`config.mk`:
```
export PLATFORM = sky130hd
export DESIGN_NAME = binary_to_decimal_ascii_emitter
export DESIGN_NICKNAME = d
export VERILOG_FILES = /design/src/rtl/b2da_pkg.sv /design/src/rtl/b2da_fifo.sv /design/src/rtl/b2da_front.sv /design/src/rtl/b2da_back.sv /design/src/rtl/binary_to_decimal_ascii_emitter.sv
export SDC_FILE = /design/constraint.sdc
export NUM_CORES = 1
export LEC_CHECK = 0
export ABC_AREA = 0
export BUFFER_PORTS_ARGS = -buffer_cell sky130_fd_sc_hd__buf_2
export CORE_ASPECT_RATIO = 1.5
export CORE_MARGIN = 1
export CORE_UTILIZATION = 62
export CTS_CLUSTER_SIZE = 10
export DETAILED_ROUTE_END_ITERATION = 10
export PLACE_DENSITY_LB_ADDON = 0.25
export SETUP_SLACK_MARGIN = 0.2
export SYNTH_ARGS = -nofsm -noshare
export SYNTH_HDL_FRONTEND = slang
export SYNTH_SLANG_ARGS = --single-unit
```
`constraint.sdc`:
```
create_clock -name clk_i -period 5.4 [get_ports clk_i]
set_input_delay 0.27 -clock clk_i [delete_from_list [all_inputs] [get_ports clk_i]]
set_output_delay 0.27 -clock clk_i [all_outputs]
set_load 0.03 [all_outputs]
```
`src/rtl/b2da_pkg.sv`:
```
// Shared types and constants for the binary to decimal ASCII emitter.
// No dependencies.
package b2da_pkg;

  localparam int unsigned DIGIT_W       = 4;  // one BCD digit
  localparam int unsigned BITS_PER_STEP = 4;  // value bits shifted per convert cycle
  localparam int unsigned CHAR_W        = 8;

  localparam logic [CHAR_W-1:0] ASCII_ZERO    = 8'd48;
  localparam logic [CHAR_W-1:0] ASCII_NEWLINE = 8'd10;

  localparam logic [DIGIT_W-1:0] DD_THRESHOLD = 4'd5;  // add-3 trigger
  localparam logic [DIGIT_W-1:0] DD_ADJUST    = 4'd3;

endpackage

```
`src/rtl/b2da_fifo.sv`:
```
// Small flop-based queue between the converter front and the emitter back.
// No dependencies.
module b2da_fifo #(
  parameter int unsigned WIDTH = 8,
  parameter int unsigned DEPTH = 2
) (
  input  logic             clk_i,
  input  logic             rst_ni,
  input  logic             wr_valid_i,
  output logic             wr_ready_o,
  input  logic [WIDTH-1:0] wr_data_i,
  output logic             rd_valid_o,
  input  logic             rd_ready_i,
  output logic [WIDTH-1:0] rd_data_o
);

  localparam int unsigned AW   = (DEPTH > 1) ? $clog2(DEPTH) : 1;
  localparam int unsigned CNTW = $clog2(DEPTH + 1);

  logic [WIDTH-1:0] mem_q [DEPTH];
  logic [AW-1:0]    wr_ptr_q, rd_ptr_q;
  logic [CNTW-1:0]  count_q;
  logic             push, pop;

  assign wr_ready_o = (count_q != CNTW'(DEPTH));
  assign rd_valid_o = (count_q != '0);
  assign rd_data_o  = mem_q[rd_ptr_q];
  assign push       = wr_valid_i && wr_ready_o;
  assign pop        = rd_valid_o && rd_ready_i;

  always_ff @(posedge clk_i or negedge rst_ni) begin
    if (!rst_ni) begin
      wr_ptr_q <= '0;
      rd_ptr_q <= '0;
      count_q  <= '0;
    end else begin
      if (push) begin
        wr_ptr_q <= (wr_ptr_q == AW'(DEPTH - 1)) ? '0 : AW'(wr_ptr_q + 1'b1);
      end
      if (pop) begin
        rd_ptr_q <= (rd_ptr_q == AW'(DEPTH - 1)) ? '0 : AW'(rd_ptr_q + 1'b1);
      end
      if (push && !pop) begin
        count_q <= CNTW'(count_q + 1'b1);
      end else if (pop && !push) begin
        count_q <= CNTW'(count_q - 1'b1);
      end
    end
  end

  always_ff @(posedge clk_i) begin
    if (push) begin
      mem_q[wr_ptr_q] <= wr_data_i;
    end
  end

endmodule

```
`src/rtl/b2da_front.sv`:
```
// Front end: accepts a value and converts it to BCD by shift-and-add-3,
// BITS_PER_STEP bits per cycle, then hands digits and digit count onward.
// Depends on b2da_pkg.
module b2da_front
  import b2da_pkg::*;
#(
  parameter int unsigned VALUE_WIDTH = 16,
  parameter int unsigned NUM_DIGITS  = 5,
  parameter int unsigned CNT_W       = 3
) (
  input  logic                          clk_i,
  input  logic                          rst_ni,
  input  logic                          in_valid_i,
  output logic                          in_ready_o,
  input  logic [VALUE_WIDTH-1:0]        value_i,
  output logic                          out_valid_o,
  input  logic                          out_ready_i,
  output logic [NUM_DIGITS*DIGIT_W-1:0] bcd_o,
  output logic [CNT_W-1:0]              num_sig_o
);

  localparam int unsigned STEPS  = (VALUE_WIDTH + BITS_PER_STEP - 1) / BITS_PER_STEP;
  localparam int unsigned PW     = STEPS * BITS_PER_STEP;
  localparam int unsigned STEP_W = $clog2(STEPS + 1);
  localparam int unsigned BW     = NUM_DIGITS * DIGIT_W;

  typedef enum logic [1:0] {
    F_IDLE,
    F_CONV,
    F_DONE
  } front_state_e;

  front_state_e      state_q;
  logic [STEP_W-1:0] steps_q;
  logic [PW-1:0]     sh_q, sh_d;
  logic [BW-1:0]     bcd_q, bcd_d;
  logic              accept;

  assign in_ready_o  = (state_q == F_IDLE);
  assign out_valid_o = (state_q == F_DONE);
  assign accept      = in_valid_i && in_ready_o;
  assign bcd_o       = bcd_q;

  // Shift-and-add-3 over one group of input bits.
  always_comb begin
    logic [BW-1:0] b;
    logic [PW-1:0] s;
    b = bcd_q;
    s = sh_q;
    for (int k = 0; k < BITS_PER_STEP; k++) begin
      for (int d = 0; d < NUM_DIGITS; d++) begin
        if (b[d*DIGIT_W +: DIGIT_W] >= DD_THRESHOLD) begin
          b[d*DIGIT_W +: DIGIT_W] = DIGIT_W'(b[d*DIGIT_W +: DIGIT_W] + DD_ADJUST);
        end
      end
      b = {b[BW-2:0], s[PW-1]};
      s = {s[PW-2:0], 1'b0};
    end
    bcd_d = b;
    sh_d  = s;
  end

  // Count of significant digits; zero still prints one digit.
  always_comb begin
    num_sig_o = CNT_W'(1);
    for (int d = 0; d < NUM_DIGITS; d++) begin
      if (bcd_q[d*DIGIT_W +: DIGIT_W] != '0) begin
        num_sig_o = CNT_W'(d + 1);
      end
    end
  end

  always_ff @(posedge clk_i or negedge rst_ni) begin
    if (!rst_ni) begin
      state_q <= F_IDLE;
      steps_q <= '0;
    end else begin
      case (state_q)
        F_IDLE: begin
          if (accept) begin
            state_q <= F_CONV;
            steps_q <= STEP_W'(STEPS);
          end
        end
        F_CONV: begin
          steps_q <= STEP_W'(steps_q - 1'b1);
          if (steps_q == STEP_W'(1)) begin
            state_q <= F_DONE;
          end
        end
        F_DONE: begin
          if (out_ready_i) begin
            state_q <= F_IDLE;
          end
        end
        default: begin
          state_q <= F_IDLE;
        end
      endcase
    end
  end

  always_ff @(posedge clk_i) begin
    if (accept) begin
      sh_q  <= PW'(value_i);
      bcd_q <= '0;
    end else if (state_q == F_CONV) begin
      sh_q  <= sh_d;
      bcd_q <= bcd_d;
    end
  end

endmodule

```
`src/rtl/b2da_back.sv`:
```
// Back end: takes a converted value from the queue and emits its digits,
// most significant first, then a newline flagged as last.
// Depends on b2da_pkg.
module b2da_back
  import b2da_pkg::*;
#(
  parameter int unsigned NUM_DIGITS = 5,
  parameter int unsigned CNT_W      = 3
) (
  input  logic                          clk_i,
  input  logic                          rst_ni,
  input  logic                          in_valid_i,
  output logic                          in_ready_o,
  input  logic [NUM_DIGITS*DIGIT_W-1:0] bcd_i,
  input  logic [CNT_W-1:0]              num_sig_i,
  output logic                          out_valid_o,
  input  logic                          out_ready_i,
  output logic [CHAR_W-1:0]             char_o,
  output logic                          last_o
);

  localparam int unsigned IW = $clog2(NUM_DIGITS);
  localparam int unsigned BW = NUM_DIGITS * DIGIT_W;

  logic              busy_q;     // holding a value to emit
  logic              newline_q;  // next char is the newline
  logic [IW-1:0]     idx_q;
  logic [BW-1:0]     bcd_q;
  logic              valid_q;
  logic [CHAR_W-1:0] char_q;
  logic              last_q;
  logic              out_free, pop;
  logic [DIGIT_W-1:0] cur_digit;

  assign out_free    = !valid_q || out_ready_i;
  assign in_ready_o  = !busy_q || (out_free && newline_q);
  assign pop         = in_valid_i && in_ready_o;
  assign cur_digit   = bcd_q[idx_q*DIGIT_W +: DIGIT_W];
  assign out_valid_o = valid_q;
  assign char_o      = char_q;
  assign last_o      = last_q;

  always_ff @(posedge clk_i or negedge rst_ni) begin
    if (!rst_ni) begin
      busy_q    <= 1'b0;
      newline_q <= 1'b0;
      idx_q     <= '0;
      valid_q   <= 1'b0;
    end else begin
      if (out_free) begin
        valid_q <= busy_q;
      end
      // A pop while busy only happens as the newline leaves, so the next
      // value simply takes over.
      if (pop) begin
        busy_q    <= 1'b1;
        newline_q <= 1'b0;
        idx_q     <= IW'(num_sig_i - 1'b1);
      end else if (out_free && busy_q) begin
        if (newline_q) begin
          busy_q <= 1'b0;
        end else if (idx_q == '0) begin
          newline_q <= 1'b1;
        end else begin
          idx_q <= IW'(idx_q - 1'b1);
        end
      end
    end
  end

  always_ff @(posedge clk_i) begin
    if (pop) begin
      bcd_q <= bcd_i;
    end
    if (out_free && busy_q) begin
      char_q <= newline_q ? ASCII_NEWLINE : (ASCII_ZERO | CHAR_W'(cur_digit));
      last_q <= newline_q;
    end
  end

endmodule

```
`src/rtl/binary_to_decimal_ascii_emitter.sv`:
```
// Top level of the binary to decimal ASCII emitter.
// Depends on b2da_pkg, b2da_front, b2da_fifo and b2da_back.
//
// Usage:
//   Input stream (s_axis_*): one unsigned value per item in tdata; bits of
//   tdata above VALUE_WIDTH are ignored.
//   Output stream (m_axis_*): one ASCII character per item, digits most
//   significant first with leading zeros dropped (zero prints '0'), then a
//   newline (10) with tlast high that closes the run.
//   Flow: the front converts by shift-and-add-3, four value bits per
//   step, then hands digits and digit count to the queue; the back pops
//   the queue and emits each character from an output register.
//   Throughput: the character port sends one item per cycle while
//   m_axis_tready is high, so a value occupies digits + 1 items, at most 6
//   for 16 bits; the front takes one value at a time and accepts the next
//   only once the result is in the queue. A two-entry queue lets the front
//   convert the next value while the back still emits the current one.
//   Reset clears all control state; the block is then empty and ready.
//   A stall on m_axis_tready holds the current character; the queue then
//   fills and s_axis_tready drops until room frees up.
module binary_to_decimal_ascii_emitter
  import b2da_pkg::*;
#(
  parameter int unsigned VALUE_WIDTH = 16
) (
  input  logic                                  clk_i,
  input  logic                                  rst_ni,
  // tdata: [VALUE_WIDTH-1:0] value, zero padded to whole bytes
  input  logic [((VALUE_WIDTH+7)/8)*8-1:0]      s_axis_tdata,
  input  logic                                  s_axis_tvalid,
  output logic                                  s_axis_tready,
  // tdata: [7:0] character
  output logic [CHAR_W-1:0]                     m_axis_tdata,
  output logic                                  m_axis_tlast,
  output logic                                  m_axis_tvalid,
  input  logic                                  m_axis_tready
);

  // Decimal digits needed for 2^VALUE_WIDTH-1 (1233/4096 ~ log10(2)).
  localparam int unsigned NUM_DIGITS = (VALUE_WIDTH * 1233) / 4096 + 1;
  localparam int unsigned CNT_W      = $clog2(NUM_DIGITS + 1);
  localparam int unsigned BW         = NUM_DIGITS * DIGIT_W;
  localparam int unsigned QW         = BW + CNT_W;
  localparam int unsigned Q_DEPTH    = 2;

  logic             f_valid, f_ready;
  logic [BW-1:0]    f_bcd;
  logic [CNT_W-1:0] f_num;
  logic             q_valid, q_ready;
  logic [QW-1:0]    q_data;

  b2da_front #(
    .VALUE_WIDTH(VALUE_WIDTH),
    .NUM_DIGITS (NUM_DIGITS),
    .CNT_W      (CNT_W)
  ) u_front (
    .clk_i      (clk_i),
    .rst_ni     (rst_ni),
    .in_valid_i (s_axis_tvalid),
    .in_ready_o (s_axis_tready),
    .value_i    (s_axis_tdata[VALUE_WIDTH-1:0]),
    .out_valid_o(f_valid),
    .out_ready_i(f_ready),
    .bcd_o      (f_bcd),
    .num_sig_o  (f_num)
  );

  b2da_fifo #(
    .WIDTH(QW),
    .DEPTH(Q_DEPTH)
  ) u_queue (
    .clk_i     (clk_i),
    .rst_ni    (rst_ni),
    .wr_valid_i(f_valid),
    .wr_ready_o(f_ready),
    .wr_data_i ({f_num, f_bcd}),
    .rd_valid_o(q_valid),
    .rd_ready_i(q_ready),
    .rd_data_o (q_data)
  );

  b2da_back #(
    .NUM_DIGITS(NUM_DIGITS),
    .CNT_W     (CNT_W)
  ) u_back (
    .clk_i      (clk_i),
    .rst_ni     (rst_ni),
    .in_valid_i (q_valid),
    .in_ready_o (q_ready),
    .bcd_i      (q_data[BW-1:0]),
    .num_sig_i  (q_data[QW-1:BW]),
    .out_valid_o(m_axis_tvalid),
    .out_ready_i(m_axis_tready),
    .char_o     (m_axis_tdata),
    .last_o     (m_axis_tlast)
  );

`ifndef NO_ASSERTIONS
  // The run terminator is always the newline.
  a_last_is_newline: assert property (@(posedge clk_i) disable iff (!rst_ni)
    (m_axis_tvalid && m_axis_tlast) |-> (m_axis_tdata == ASCII_NEWLINE))
    else $error("last item is not a newline");

  // Every other character is a decimal digit.
  a_body_is_digit: assert property (@(posedge clk_i) disable iff (!rst_ni)
    (m_axis_tvalid && !m_axis_tlast) |->
      (m_axis_tdata >= ASCII_ZERO && m_axis_tdata <= ASCII_ZERO + 8'd9))
    else $error("non-digit character in run body");

  // A converted value held by the front never gets dropped while it waits.
  a_front_holds: assert property (@(posedge clk_i) disable iff (!rst_ni)
    (f_valid && !f_ready) |=> (f_valid && $stable(f_bcd)))
    else $error("front result lost while queue full");
`endif

endmodule
```
Word-level counts from Yosys, hierarchy flattened
Memories as Yosys holds them, arrays and structs flattened.
Index checks and enable logic that the tools add are counted.

cells by class
  shift-type cells = 1
  add/subtract/negate cells = 27
  equal/unequal tests = 9
  reductions and logical operators = 29
  order comparisons = 20
  multiplexer cells = 50

operators by type and width
  cell                                                               count
  greater-or-equal comparator 4 x 3 -> 1 bit, second input constant  20
  adder 4 x 2 -> 4 bit, second input constant                        16
  2-to-1 mux 4 bit                                                   16
  2-to-1 mux 3 bit                                                   11
  2-to-1 mux 16 bit                                                  2
  variable part select 20 x 6 -> 4 bit                               1
  nonzero test 4 bit                                                 4
  2-to-1 mux 2 bit                                                   7
  adder 3 x 2 -> 3 bit, second input constant                        4
  nonzero test 2 bit                                                 6
  2-to-1 mux 1 bit                                                   11
  inequality test 2 bit, second input constant                       5
  subtractor 3 x 1 -> 3 bit, second input constant                   3
  logical AND 1 bit                                                  7
  2-to-1 mux 6 bit                                                   1
  case mux 2 bit (3 select lines)                                    1
  case mux 3 bit (2 select lines)                                    1
  AND reduction 3 bit                                                2
  zero test 1 bit                                                    4
  AND reduction 2 bit                                                2
  == test 3 x 1 -> 1 bit, second input constant                      1
  zero test 3 bit                                                    1
  adder 1 bit, second input constant                                 2
  adder 2 x 1 -> 2 bit, second input constant                        1
  6 further kinds                                                    7

storage, ports and cells
  output and inout bits = 11
  bits of input ports = 20
  memory bits (writable) = 46
  memories = 1
  bits in registers = 80

memories
  name           words  bits a word  rd ports  clocked after Yosys merged registers in  wr ports  RTL line         RTL
  u_queue.mem_q  2      23           1         0                                        1         b2da_fifo.sv:20  logic [WIDTH-1:0] mem_q [DEPTH];

Depth between registers and ports, before layout
  depth after elaboration = 8
  gate-level depth with buffers = 19
  mapped depth without buffers = 19

By module
A second synthesis with hierarchy kept.

unflattened totals
  cell total of the unflattened synthesis = 691
  area total of the unflattened synthesis = 7315.8 sq um

by module, submodules not included
  module      instances  cells an instance  area an instance (sq um)  sequential area each (sq um)
  b2da_front  1          514                3996.3                    1006.0
  b2da_fifo   1          90                 1959.4                    1481.4
  b2da_back   1          87                 1360.1                    930.9

Least setup slack after synthesis
Ideal clock, no wire load.

  kind = reg2reg
  start point = register u_front.bcd_q[16] (netlist: u_front.bcd_o[16])
  end point = register u_front.bcd_q[17] (netlist: u_front.bcd_o[17])
  slack = 1.957 ns
  cell stages (with the launch flop) = 19
  buffers on the path = 0
  arrival time = 3.311 ns
  path through = dfxtp_1 > inv_1 > ha_1 > nand2b_1 > a21oi_1 > xnor2_1 > inv_1 > ha_1 > o21a_1 > o31ai_2 > ha_1 > inv_1 > a21boi_0 > o22ai_1 > ha_1 > nor2b_1 > o211ai_1 > xnor2_1 > o21ai_0

between the ends
  longest elaborated chain between the ends = 8

RTL lines
  item                                                                                       RTL line                            RTL
  start, declared                                                                            b2da_front.sv:36                    logic [BW-1:0] bcd_q, bcd_d;
  start signal, assigned                                                                     b2da_front.sv:106                   bcd_q <= '0;
  start signal, assigned                                                                     b2da_front.sv:109                   bcd_q <= bcd_d;
  greater-or-equal comparator 4 x 3 -> 1 bit / adder 3 x 2 -> 3 bit (equally long branches)  b2da_front.sv:52, b2da_front.sv:53
  2-to-1 mux 3 bit (*)                                                                       b2da_front.sv:52                    if (b[d*DIGIT_W +: DIGIT_W] >= DD_THRESHOLD) begin
  greater-or-equal comparator 4 x 3 -> 1 bit / adder 3 x 2 -> 3 bit (equally long branches)  b2da_front.sv:52, b2da_front.sv:53
  2-to-1 mux 3 bit (*)                                                                       b2da_front.sv:52
  greater-or-equal comparator 4 x 3 -> 1 bit / adder 3 x 2 -> 3 bit (equally long branches)  b2da_front.sv:52, b2da_front.sv:53
  2-to-1 mux 3 bit (*)                                                                       b2da_front.sv:52
  greater-or-equal comparator 4 x 3 -> 1 bit (*)                                             b2da_front.sv:52
  2-to-1 mux 3 bit (*)                                                                       b2da_front.sv:52

Every way passes the cells marked *; elsewhere a longest branch is shown, timed or not.
A chain may end at the register's enable or synchronous reset.

Worst setup path after layout
  start point = register u_front.bcd_q[4] (netlist: u_front.bcd_o[4])
  end point = register u_front.bcd_q[12] (netlist: u_front.bcd_o[12])

between the ends
  longest elaborated chain between the ends = 8

RTL lines
  item                                                                                       RTL line
  adder 4 x 2 -> 4 bit / greater-or-equal comparator 4 x 3 -> 1 bit (equally long branches)  b2da_front.sv:53, b2da_front.sv:52
  2-to-1 mux 4 bit (*)                                                                       b2da_front.sv:52
  adder 4 x 2 -> 4 bit / greater-or-equal comparator 4 x 3 -> 1 bit (equally long branches)  b2da_front.sv:53, b2da_front.sv:52
  2-to-1 mux 4 bit                                                                           b2da_front.sv:52
  adder 4 x 2 -> 4 bit / greater-or-equal comparator 4 x 3 -> 1 bit (equally long branches)  b2da_front.sv:53, b2da_front.sv:52
  2-to-1 mux 4 bit                                                                           b2da_front.sv:52
  adder 4 x 2 -> 4 bit / greater-or-equal comparator 4 x 3 -> 1 bit (equally long branches)  b2da_front.sv:53, b2da_front.sv:52
  2-to-1 mux 4 bit (*)                                                                       b2da_front.sv:52

Marks and branches as above.

==> reports/metrics.cfg <==
[global_routing]
grt_max_degree=26
overflow=0
antenna_found_initial=0
grt_pass1_vias=5404
grt_pass1_wl_um=25200
track_usage=0.265

[timing]
fmax_mhz=245
holdWs_ns=0.123
final.setup.tns_ns=0
finalCritPeriodShare=0.755
fin_skew_ns=0.0111
min_period_ns=4.08
slew_viol_final=0
fin_ws_ns=1.32
setup-violations-final=0
hold_viol=0
rsz0062_at_grt=no
worstMarginPinSlew_ns=1.16
slew_headroom=0.228

[worst_setup_path]
worstSetupPathType=reg2reg
cp_top_family=simple AND/OR/NAND/NOR gates
crit_top_cell=ha_1
worstPathRequired_ns=5.70
critPathMaxFanout=8
cpPeakStageDelay_ns=0.47
critical_path_buf_inv_count=2
arrival_ns=4.38
path_cells=inv_1, ha_1, and2b_1, or3_1, and2_1, inv_2, ha_1, o21bai_1, a211oi_1, or2_1, ha_1, nor3_1, a221oi_1, o2bb2ai_1, nand2_2, and3_1, o32ai_2
endpoint_kind=flop
worst_path_max_delay_cell=o2bb2ai_1
worstSetupStartpointType=flop

[detailed_routing]
first_pass_iters=5
detail_route.wirelength_um=15400
ant_nets=0
drt_iter0_drc=304
wl_per_cell_um=17.4
vias=5522
drc_errors=0
vias_per_cell=6.25

[layout]
seq_area_um2=3420
final_cell_mix=nand2_1, edfxtp_1, nor2_1
layout_commonest_cell=nand2_1
syn_to_final_growth_pct=11.4
n_fill_cell=776
multi_input_area_um2=3470
drive_gt1_frac=0.166
stdcell_area_um2=8010
fin_nets=769
diodes=0

[floorplan]
die_h_um=134
coreArea_um2=11200
die_w_um=89.9
start_util=0.643
die_area_um2=12000
num_rows=47
io_pins=31

[placement]
io_buffers=28
place.detailed.hpwl_um=10600
place_congestion=0.891
dpl-instance-area_um2=7380
post-place-ws_ns=1.41

[synthesis]
ys_ff_latch=123
synthArstFlopShare=0.122
synth_warnings=0
synth.distinct_cells=84
ys_seq_area_frac=0.476
syn_area_um2=7190
synthFlopType=edfxtp_1
synth_edf_count=88
syn_area_per_cell_um2=10.2
synthCells=703

[cts]
cts_made_buffers=17
cts_resized=0
cts_root_buf=clkbuf_16
cts_buffer_depth=2
cts.clk_slew.worst_paths_ns=0.05
clock-sinks=123
clk_latency_ns=0.41
cts_tree=built
htreeDepth=4

[run_status]
status=finished, final reports clean

[run]
maxCapViolCount=0

[hold_path]
min_path_type=in2reg

==> cells in the mapped netlist, drive strengths merged (4+ instances only) <==
cell type	number	area, um^2
dfxtp	20	400
mux2i	13	150
nor3	11	55.1
inv	37	139
a31oi	8	50.1
a211oi	12	100
a21oi	32	164
or3	4	35.0
or2	4	25.0
xnor2	7	61.3
o21a	7	52.6
nand3	18	90.1
nand2	97	372
mux4	4	90.1
a2bb2oi	6	52.6
o21ai	45	233
and2	14	90.1
and3	11	68.8
and2b	4	32.5
o31ai	7	71.3
clkbuf	16	61.3
a211o	5	43.8
buf	15	95.1
edfxtp	88	2640
nand3b	4	30.0
nor2	44	165
a32o	4	40.0
nand2b	19	119
mux2	23	263
ha	25	313
o22ai	15	93.8
dfrtp	15	375
xor2	8	77.6
o211ai	13	113
==> state kept, by name, indices dropped and copies added, names as in the netlist <==
register and count:
u_back.last_o 1, u_back.busy_q 1, u_queue.count_q 2, u_queue.mem_q 46
u_queue.wr_ptr_q 1, u_queue.rd_ptr_q 1, u_back.out_valid_o 1, u_back.idx_q 3
u_front.bcd_o 20, u_back.char_o 5, u_back.bcd_q 20, u_front.state_q 2
u_front.sh_q 16, u_back.newline_q 1, u_front.steps_q 3
==> metrics by stage <==
step,utilization,cells
detailed placement,0.661,851
global route,0.717,884
global placement,0.661,851
CTS,0.717,884
finish,0.717,884
floorplan,-,704
==> cell type report <==
type                    instances  share of cell area
flip-flops and latches        123               0.427
clock buffers                  18              0.0548
inverters                      38              0.0178
clock inverters                14              0.0220
repair buffers                 32              0.0216
multi-input cells             512               0.434
well taps                     147              0.0230
==> path summary, 6_finish.rpt <==
| path | start | endpoint | slack (ns) | cells past startpoint |
|---|---|---|---|---|
| max in group asynchronous | rst_ni | u_queue.wr_ptr_q | 4.85 | 2 |
| min reg2reg | u_front.sh_q[12] | u_front.bcd_o[0] | 0.47 | 2 |
| min | s_axis_tdata[12] | u_front.sh_q[12] | 0.12 | 3 |
| min in group asynchronous | rst_ni | u_front.state_q[1] | 0.30 | 2 |
| max reg2reg | u_front.bcd_o[4] | u_front.bcd_o[12] | 1.32 | 17 |
| max | u_front.bcd_o[4] | u_front.bcd_o[12] | 1.32 | 17 |
==> routing by layer <==
metal | wire length [um] | track usage
met1 | 6100 | 0.304
met2 | 8360 | 0.486
met3 | 586 | 0.0522
met4 | 356 | 0.105
met5 | 0 | 0
==> timing repair <==
action	CTS	global route
setup buffers	0	0
hold buffers	1	0
endpoints found under the hold margin	15	0
==> worst register-to-register path, cell delays in order, from the launching register on <==
cell	delay [ns]
dfxtp_1	0.46
inv_1	0.11
ha_1	0.28
and2b_1	0.22
or3_1	0.37
and2_1	0.20
inv_2	0.09
ha_1	0.15
o21bai_1	0.13
a211oi_1	0.13
or2_1	0.25
ha_1	0.24
nor3_1	0.20
a221oi_1	0.10
o2bb2ai_1	0.47
nand2_2	0.10
and3_1	0.21
o32ai_2	0.26
==> kinds of logic after synthesis <==
kind of cell | Yosys count | share of synthesized area
buffers and inverters | 69 | 0.0416
adder cells (fa/ha/maj) | 25 | 0.0435
AND/OR/NAND/NOR | 242 | 0.163
other | 1 | 0.000522
AO/OA/AOI/OAI | 188 | 0.186
flip-flops | 123 | 0.476
multiplexers | 40 | 0.0700
XOR/XNOR | 15 | 0.0193
Power is not shown: default switching activity piles up to over one toggle a cycle in this logic, so the estimate is an artifact.
